--- src/hw/rtl/vrgc_pkg.sv ---
// ============================================================================
// vrgc_pkg: shared types, constants and a function of the voice resampler
// Holds the controller state, the command and status groups, the register
// indexes and the Q15 gain-and-clip function.
// ============================================================================
package vrgc_pkg;

    localparam int SAMPLE_W  = 16;
    localparam int STEP_W    = 19;
    localparam int GAIN_W    = 16;
    localparam int SKIP_W    = 4;
    localparam int CFG_IDX_W = 2;
    localparam int CFG_DAT_W = 19;
    localparam int COUNT_W   = 6;

    // The step register holds Q16, so it is rescaled against this precision.
    localparam int STEP_FRAC_BITS = 16;

    localparam logic [COUNT_W-1:0] RUN_LAST_COUNT = 6'd63;

    localparam logic [CFG_IDX_W-1:0] REG_STEP_Q16    = 2'd0;
    localparam logic [CFG_IDX_W-1:0] REG_GAIN_Q15    = 2'd1;
    localparam logic [CFG_IDX_W-1:0] REG_MONO_SOURCE = 2'd2;

    localparam logic [STEP_W-1:0] STEP_RESET = 19'd65536;
    localparam logic [GAIN_W-1:0] GAIN_RESET = 16'd32768;

    typedef enum logic [1:0] {
        ST_IDLE,
        ST_GAIN,
        ST_EMIT
    } vrgc_state_t;

    typedef struct packed {
        logic capture;
        logic skip_dec;
        logic gain;
        logic step;
        logic finish;
    } vrgc_cmd_t;

    typedef struct packed {
        logic skip_pending;
        logic last;
    } vrgc_status_t;

    // Sample times Q15 gain, truncated toward zero, clipped to int16.
    function automatic logic signed [SAMPLE_W-1:0] gain_clip(
        input logic signed [SAMPLE_W-1:0] s,
        input logic [GAIN_W-1:0]          g
    );
        logic signed [GAIN_W:0]   gs;
        logic signed [32:0]       p;
        logic signed [32:0]       b;
        logic signed [17:0]       q;
        logic signed [SAMPLE_W-1:0] r;
        gs = signed'({1'b0, g});
        p  = s * gs;
        b  = p + (p[32] ? 33'sd32767 : 33'sd0);
        q  = 18'(b >>> 15);
        if (q > 18'sd32767) begin
            r = 16'sh7FFF;
        end else if (q < -18'sd32768) begin
            r = 16'sh8000;
        end else begin
            r = q[SAMPLE_W-1:0];
        end
        return r;
    endfunction

endpackage

--- src/hw/rtl/vrgc_ctrl.sv ---
// ============================================================================
// vrgc_ctrl: sequencing controller of the voice resampler
// Accepts a source frame, drops it or starts a run, and steps the run one
// result beat at a time.
// ============================================================================
module vrgc_ctrl import vrgc_pkg::*; (
    input  logic         aclk,
    input  logic         aresetn,
    input  logic         s_valid,
    input  logic         s_buffer_start,
    output logic         s_ready,
    output logic         m_valid,
    input  logic         m_ready,
    input  vrgc_status_t status,
    output vrgc_cmd_t    cmd
);

    vrgc_state_t state_reg;
    vrgc_state_t state_next;

    always_ff @(posedge aclk) begin
        if (!aresetn) begin
            state_reg <= ST_IDLE;
        end else begin
            state_reg <= state_next;
        end
    end

    always_comb begin
        state_next = state_reg;
        cmd        = '0;
        s_ready    = 1'b0;
        m_valid    = 1'b0;
        case (state_reg)
            ST_IDLE: begin
                s_ready = 1'b1;
                if (s_valid) begin
                    if (s_buffer_start || !status.skip_pending) begin
                        cmd.capture = 1'b1;
                        state_next  = ST_GAIN;
                    end else begin
                        cmd.skip_dec = 1'b1;
                    end
                end
            end
            ST_GAIN: begin
                cmd.gain   = 1'b1;
                cmd.step   = 1'b1;
                state_next = ST_EMIT;
            end
            ST_EMIT: begin
                m_valid = 1'b1;
                if (m_ready) begin
                    if (status.last) begin
                        cmd.finish = 1'b1;
                        state_next = ST_IDLE;
                    end else begin
                        cmd.step = 1'b1;
                    end
                end
            end
            default: begin
                state_next = ST_IDLE;
            end
        endcase
    end

endmodule

--- src/hw/rtl/vrgc_dp.sv ---
// ============================================================================
// vrgc_dp: datapath of the voice resampler
// Phase accumulator, skip counter, run counter and the gain-and-clip stage.
// ============================================================================
module vrgc_dp import vrgc_pkg::*; #(
    parameter int PHASE_FRAC_BITS = 16
) (
    input  logic                       aclk,
    input  logic                       aresetn,
    input  vrgc_cmd_t                  cmd,
    output vrgc_status_t               status,
    input  logic signed [SAMPLE_W-1:0] src_left,
    input  logic signed [SAMPLE_W-1:0] src_right,
    input  logic                       buffer_start,
    input  logic [STEP_W-1:0]          step_q16,
    input  logic [GAIN_W-1:0]          gain_q15,
    input  logic                       mono_source,
    output logic signed [SAMPLE_W-1:0] out_left,
    output logic signed [SAMPLE_W-1:0] out_right,
    output logic                       run_last
);

    // The accumulator stays below one frame plus one step, under 9 frames.
    localparam int ACC_W = PHASE_FRAC_BITS + SKIP_W;
    localparam int SHL   = (PHASE_FRAC_BITS >= STEP_FRAC_BITS) ?
                           PHASE_FRAC_BITS - STEP_FRAC_BITS : 0;
    localparam int SHR   = (PHASE_FRAC_BITS >= STEP_FRAC_BITS) ?
                           0 : STEP_FRAC_BITS - PHASE_FRAC_BITS;
    localparam int WIDE_W = STEP_W + SHL;
    localparam logic [ACC_W-1:0] ONE = ACC_W'(1) << PHASE_FRAC_BITS;

    logic [PHASE_FRAC_BITS-1:0]  phase_reg;
    logic [SKIP_W-1:0]           skip_reg;
    logic [ACC_W-1:0]            acc_reg;
    logic [COUNT_W-1:0]          count_reg;
    logic                        last_reg;
    logic signed [SAMPLE_W-1:0]  left_reg;
    logic signed [SAMPLE_W-1:0]  right_reg;
    logic signed [SAMPLE_W-1:0]  gl_reg;
    logic signed [SAMPLE_W-1:0]  gr_reg;

    logic [WIDE_W-1:0]           step_wide;
    logic [ACC_W-1:0]            step_scaled;
    logic [ACC_W-1:0]            acc_next;
    logic [SKIP_W-1:0]           whole;
    logic [SKIP_W-1:0]           skip_next;

    always_comb begin
        step_wide   = WIDE_W'(step_q16) << SHL;
        step_scaled = ACC_W'(step_wide >> SHR);
        acc_next    = acc_reg + step_scaled;
        whole       = acc_reg[ACC_W-1:PHASE_FRAC_BITS];
        skip_next   = (whole != '0) ? whole - SKIP_W'(1) : '0;
    end

    always_ff @(posedge aclk) begin
        if (!aresetn) begin
            phase_reg <= '0;
            skip_reg  <= '0;
        end else begin
            if (cmd.skip_dec) begin
                skip_reg <= skip_reg - SKIP_W'(1);
            end
            if (cmd.finish) begin
                phase_reg <= acc_reg[PHASE_FRAC_BITS-1:0];
                skip_reg  <= skip_next;
            end
        end
    end

    always_ff @(posedge aclk) begin
        if (cmd.capture) begin
            left_reg  <= src_left;
            right_reg <= mono_source ? src_left : src_right;
            acc_reg   <= buffer_start ? '0 : ACC_W'(phase_reg);
            count_reg <= '0;
        end
        if (cmd.gain) begin
            gl_reg <= gain_clip(left_reg, gain_q15);
            gr_reg <= gain_clip(right_reg, gain_q15);
        end
        if (cmd.step) begin
            acc_reg   <= acc_next;
            count_reg <= count_reg + COUNT_W'(1);
            last_reg  <= (acc_next >= ONE) || (count_reg == RUN_LAST_COUNT);
        end
    end

    assign status.skip_pending = (skip_reg != '0);
    assign status.last         = last_reg;
    assign out_left            = gl_reg;
    assign out_right           = gr_reg;
    assign run_last            = last_reg;

endmodule

--- src/hw/rtl/voice_resample_gain_clip.sv ---
// ============================================================================
// voice_resample_gain_clip: nearest-sample rate converter for one voice
// Phase-accumulator resampler with Q15 gain and int16 clipping.
// ============================================================================
// Each accepted source frame is either dropped, when earlier large steps left
// frames to skip and the frame does not open a new buffer, or kept and sent
// out as a run of one to 64 identical device frames, the last of which carries
// m_run_last. A dropped frame is taken without leaving the idle state. A kept
// frame is captured, scaled in the gain state and then sent out beat by beat
// from the single result register; the accumulator steps once in the gain state
// and for each beat taken but the last; no new frame enters until the run ends.
// Configuration writes take effect at once and are meant to be made while the
// block is idle. The step register is Q16 and is rescaled to PHASE_FRAC_BITS.
// ============================================================================
module voice_resample_gain_clip import vrgc_pkg::*; #(
    parameter int PHASE_FRAC_BITS = 16
) (
    input  logic                        aclk,
    input  logic                        aresetn,

    input  logic                        cfg_wr_en,
    input  logic [CFG_IDX_W-1:0]        cfg_index,
    input  logic [CFG_DAT_W-1:0]        cfg_wdata,

    input  logic                        s_valid,
    output logic                        s_ready,
    input  logic signed [SAMPLE_W-1:0]  s_src_left,
    input  logic signed [SAMPLE_W-1:0]  s_src_right,
    input  logic                        s_buffer_start,

    output logic                        m_valid,
    input  logic                        m_ready,
    output logic signed [SAMPLE_W-1:0]  m_out_left,
    output logic signed [SAMPLE_W-1:0]  m_out_right,
    output logic                        m_run_last
);

    // Configuration registers, all reset to their documented defaults.
    logic [STEP_W-1:0] step_q16_reg;
    logic [GAIN_W-1:0] gain_q15_reg;
    logic              mono_source_reg;

    vrgc_cmd_t    cmd;
    vrgc_status_t status;

    always_ff @(posedge aclk) begin
        if (!aresetn) begin
            step_q16_reg    <= STEP_RESET;
            gain_q15_reg    <= GAIN_RESET;
            mono_source_reg <= 1'b0;
        end else if (cfg_wr_en) begin
            case (cfg_index)
                REG_STEP_Q16:    step_q16_reg    <= cfg_wdata[STEP_W-1:0];
                REG_GAIN_Q15:    gain_q15_reg    <= cfg_wdata[GAIN_W-1:0];
                REG_MONO_SOURCE: mono_source_reg <= cfg_wdata[0];
                default: begin
                end
            endcase
        end
    end

    // The controller decides, beat by beat, what the datapath does.
    vrgc_ctrl u_ctrl (
        .aclk           (aclk),
        .aresetn        (aresetn),
        .s_valid        (s_valid),
        .s_buffer_start (s_buffer_start),
        .s_ready        (s_ready),
        .m_valid        (m_valid),
        .m_ready        (m_ready),
        .status         (status),
        .cmd            (cmd)
    );

    // The datapath holds the phase, the skip count and the result register.
    vrgc_dp #(
        .PHASE_FRAC_BITS (PHASE_FRAC_BITS)
    ) u_dp (
        .aclk         (aclk),
        .aresetn      (aresetn),
        .cmd          (cmd),
        .status       (status),
        .src_left     (s_src_left),
        .src_right    (s_src_right),
        .buffer_start (s_buffer_start),
        .step_q16     (step_q16_reg),
        .gain_q15     (gain_q15_reg),
        .mono_source  (mono_source_reg),
        .out_left     (m_out_left),
        .out_right    (m_out_right),
        .run_last     (m_run_last)
    );

    // One frame is in work at a time, so the two sides are never open together.
    a_one_side_open: assert property (@(posedge aclk) disable iff (!aresetn)
        !(s_ready && m_valid))
        else $error("input and result sides open in the same cycle");

    // Taking the last beat of a run returns the block to accepting frames.
    a_last_frees_input: assert property (@(posedge aclk) disable iff (!aresetn)
        (m_valid && m_ready && m_run_last) |=> s_ready)
        else $error("block not ready after the last beat of a run");

    // A frame that opens a buffer is always kept and never dropped.
    a_start_kept: assert property (@(posedge aclk) disable iff (!aresetn)
        (s_valid && s_ready && s_buffer_start) |=> (!s_ready && !m_valid))
        else $error("frame opening a buffer was not kept");

    // A beat that is not the last of its run is followed by another beat.
    a_run_continues: assert property (@(posedge aclk) disable iff (!aresetn)
        (m_valid && m_ready && !m_run_last) |=> m_valid)
        else $error("run ended without a last beat");

endmodule

--- config.mk ---
export PLATFORM = sky130hd
export DESIGN_NAME = voice_resample_gain_clip
export DESIGN_NICKNAME = d
export VERILOG_FILES = /design/src/hw/rtl/vrgc_pkg.sv /design/src/hw/rtl/vrgc_ctrl.sv /design/src/hw/rtl/vrgc_dp.sv /design/src/hw/rtl/voice_resample_gain_clip.sv
export SDC_FILE = /design/constraint.sdc
export NUM_CORES = 1
export LEC_CHECK = 0
export BUFFER_PORTS_ARGS = -buffer_cell sky130_fd_sc_hd__buf_2
export CORE_MARGIN = 2
export CORE_UTILIZATION = 45
export CTS_CLUSTER_DIAMETER = 30
export CTS_CLUSTER_SIZE = 12
export DETAILED_ROUTE_END_ITERATION = 16
export MAX_ROUTING_LAYER = met4
export PLACE_DENSITY_LB_ADDON = 0.3
export SLEW_MARGIN = 30
export SYNTH_ARGS = -nofsm -noshare
export SYNTH_HDL_FRONTEND = slang
export SYNTH_SLANG_ARGS = --single-unit
--- constraint.sdc ---
create_clock -name aclk -period 14.2 [get_ports aclk]
set_clock_uncertainty 0.05 [all_clocks]
set_input_delay 0.71 -clock aclk [delete_from_list [all_inputs] [get_ports aclk]]
set_output_delay 0.71 -clock aclk [all_outputs]
set_load 0.03 [all_outputs]
==> flow_summary.json <==
{
  "status": "finished clean",
  "largest_reg_flops": 20,
  "routed_wirelength_um": 63300,
  "ctsResizeCount": 0,
  "start_util": 0.457,
  "grt_max_degree": 59,
  "worstSetupPathType": "flip-flop to flip-flop",
  "final_nets": 3696,
  "startpoint": "gain_q15_reg[9]$_SDFFE_PN0P_",
  "dpl_cell_area_mm2": 0.0275,
  "muxShareOfSynthArea": 0.00849,
  "critPathBufInv": 5,
  "synth_edf_count": 91,
  "synth_compound_area_frac": 0.109,
  "seq_area_frac_synth": 0.148,
  "drt_iter0_drc": 1292,
  "synth_xor_area_frac": 0.0329,
  "ff_latch_area_mm2": 0.00389,
  "critPathSlowestCell": "dfxtp_1",
  "finalSetupViolations": 0,
  "core-area_mm2": 0.0578,
  "grt_pass1_vias": 21511,
  "fill_cells": 5421,
  "ys.flop_type": "edfxtp_1",
  "postSynthAreaPerCell_um2": 8.93,
  "final_area_mm2": 0.0281,
  "postCtsHoldBufs": 0,
  "synth_top_family_by_area": "adder cells",
  "track_usage": 0.226,
  "power_uw": 3690,
  "cpLargestDelayFamily": "compound AO/OA/AOI/OAI gates",
  "yosys.area_share.simple": 0.178,
  "worstPathRequired_ns": 14.35,
  "cp.arrival_ns": 10.59,
  "max-vdd-ir-drop_mv": 0.116,
  "dieArea_mm2": 0.0606,
  "wl_per_cell_um": 16.9,
  "numCtsBuffers": 17,
  "synthAdderAreaFrac": 0.430,
  "dieWidth_um": 246,
  "worst_pin_slew_ns": 0.957,
  "r2r_start": "gain_q15_reg[9]$_SDFFE_PN0P_",
  "crit_top_cell": "fa_1",
  "htree_levels": 4,
  "grt_pass1_wl_um": 107000,
  "async_reset_ff_frac": 0,
  "syn_nets": 3689,
  "slowest_delay_ns": 0.67,
  "synthDistinctLibCells": 87,
  "globalplace.congestion": 0.917,
  "final_max_slew_viol_count": 0,
  "synthCells": 2956,
  "overflow": 0,
  "cts-root-buf": "clkbuf_16",
  "clock_sinks": 149,
  "io_pins": 94,
  "synth_area_mm2": 0.0264,
  "post-cts-setup-buffers": 0,
  "endpoint_kind": "flip-flop",
  "cts.reportedPaths.clkPinSlew_ns": 0.07,
  "cellLeakagePower_uw": 0.0134,
  "max_freq_ghz": 0.0958,
  "start_kind": "flip-flop",
  "ys.warnings.count": 0,
  "io_buffers": 93,
  "layout-drive-gt1-share": 0.0702,
  "cts_tree": "built",
  "antenna_cells": 0,
  "multi_input_area_mm2": 0.0201,
  "rows": 88,
  "vias": 20443,
  "drc": 0,
  "clock_latency_ns": 0.49,
  "clk_path_buf_depth": 2,
  "finalCritPeriodShare": 0.735,
  "antenna_found_initial": 2,
  "ant_nets": 0,
  "min_period_ns": 10.44,
  "syn_to_final_growth_pct": 6.64,
  "dr.pass1.iters": 6,
  "die_h_um": 246,
  "synth-seq-cells": 149,
  "cp_max_fo": 17,
  "hold_viol": 0,
  "p_per_area_mw_per_mm2": 131,
  "via_per_inst": 5.46,
  "min-delay-start": "s_src_left[4]",
  "rsz0062_at_grt": "false",
  "setup_tns_ns": 0,
  "slew_headroom": 0.356,
  "hp-class": "input pin to flip-flop",
  "drv_cap": 0,
  "dp_hpwl_um": 49300
}
[cell usage after synthesis (28+ instances only)]
master    instances  share of area
inv_1           519          0.074
nand2_1         428          0.061
fa_1            389           0.30
ha_1            285           0.14
and2_1          250          0.059
clkbuf_1        120          0.017
edfxtp_1         91           0.10
a21oi_1          90          0.017
nor2_1           85          0.012
o21ai_0          69          0.013
dfxtp_1          58          0.044
xnor2_1          57          0.019
a21boi_0         51          0.015
xor2_1           42          0.014
nand3_1          34         0.0064
nand2b_1         33         0.0078
a21o_1           28         0.0080
nor3_1           28         0.0053
[kinds of logic after synthesis]
group | Yosys count
AND/OR/NAND/NOR | 955
multiplexers | 20
XOR/XNOR | 99
buffers and inverters | 648
adder cells (fa/ha/maj) | 674
AO/OA/AOI/OAI | 411
flip-flops | 149
[power breakdown]
part | leakage [µW] | total (µW) | internal, µW | switching (µW)
clock network | 0.000291 | 480 | 238 | 242
registers | 0.00134 | 692 | 585 | 107
logic | 0.0118 | 2510 | 963 | 1550
total | 0.0134 | 3690 | 1790 | 1900
[area by class of cell]
type	count	share of cell area
Clock inverter	15	0.00631
Clock buffer	17	0.0151
Timing Repair Buffer	115	0.0232
Sequential cell	149	0.138
Tap cell	765	0.0340
Inverter	521	0.0695
Multi-Input combinational cell	2159	0.713
[cells in the final DEF, fill, tap and decap left out, drive strengths merged, types with 10 or more instances in the layout]
cell type	Yosys	layout
xor2	42	42
nand2	429	429
nor3	28	28
buf	5	114
nand3	34	34
ha	285	285
a21o	28	28
o211ai	15	15
xnor2	57	57
dfxtp	58	58
fa	389	389
a21oi	91	91
nand3b	19	19
clkbuf	122	18
a211oi	20	20
o31ai	17	17
mux2	19	19
o21ai	90	90
nor2	85	85
nand4	16	16
a21boi	53	53
edfxtp	91	91
inv	521	530
and3	14	14
o21bai	10	10
nand2b	33	33
and2	250	250
[worst paths after layout]
path                                          to  slack [ns]  depth (start not counted)
setup / recovery  u_dp.out_left[1]$_SDFFCE_PN1N_        3.76                         31
hold / removal        u_dp.left_reg[4]$_DFFE_PP_        0.37                          1
setup reg to reg  u_dp.out_left[1]$_SDFFCE_PN1N_        3.76                         31
hold reg to reg   u_dp.phase_reg[9]$_SDFFE_PN0P_        0.42                          2
[stage by stage]
stage / std cells / util / setup slack [ns] / hold WS (ns)
floorplan: 2956 / - / 4.96 / 0.394
global placement: 3707 / 0.475 / 4.08 / 0.404
detailed placement: 3707 / 0.476 / 3.74 / 0.412
CTS: 3739 / 0.486 / 3.70 / 0.344
global route: 3741 / 0.487 / 3.02 / 0.356
finish: 3741 / 0.487 / 3.76 / 0.368
[layer usage]
layer | wire length (µm) | vias up | GRT usage
li1 | - | 9471 | -
met1 | 28100 | 10323 | 0.295
met2 | 30400 | 561 | 0.367
met3 | 3450 | 88 | 0.0294
met4 | 1360 | 0 | 0.0681
met5 | 0 | - | -
(Power assumes the default switching activity.)
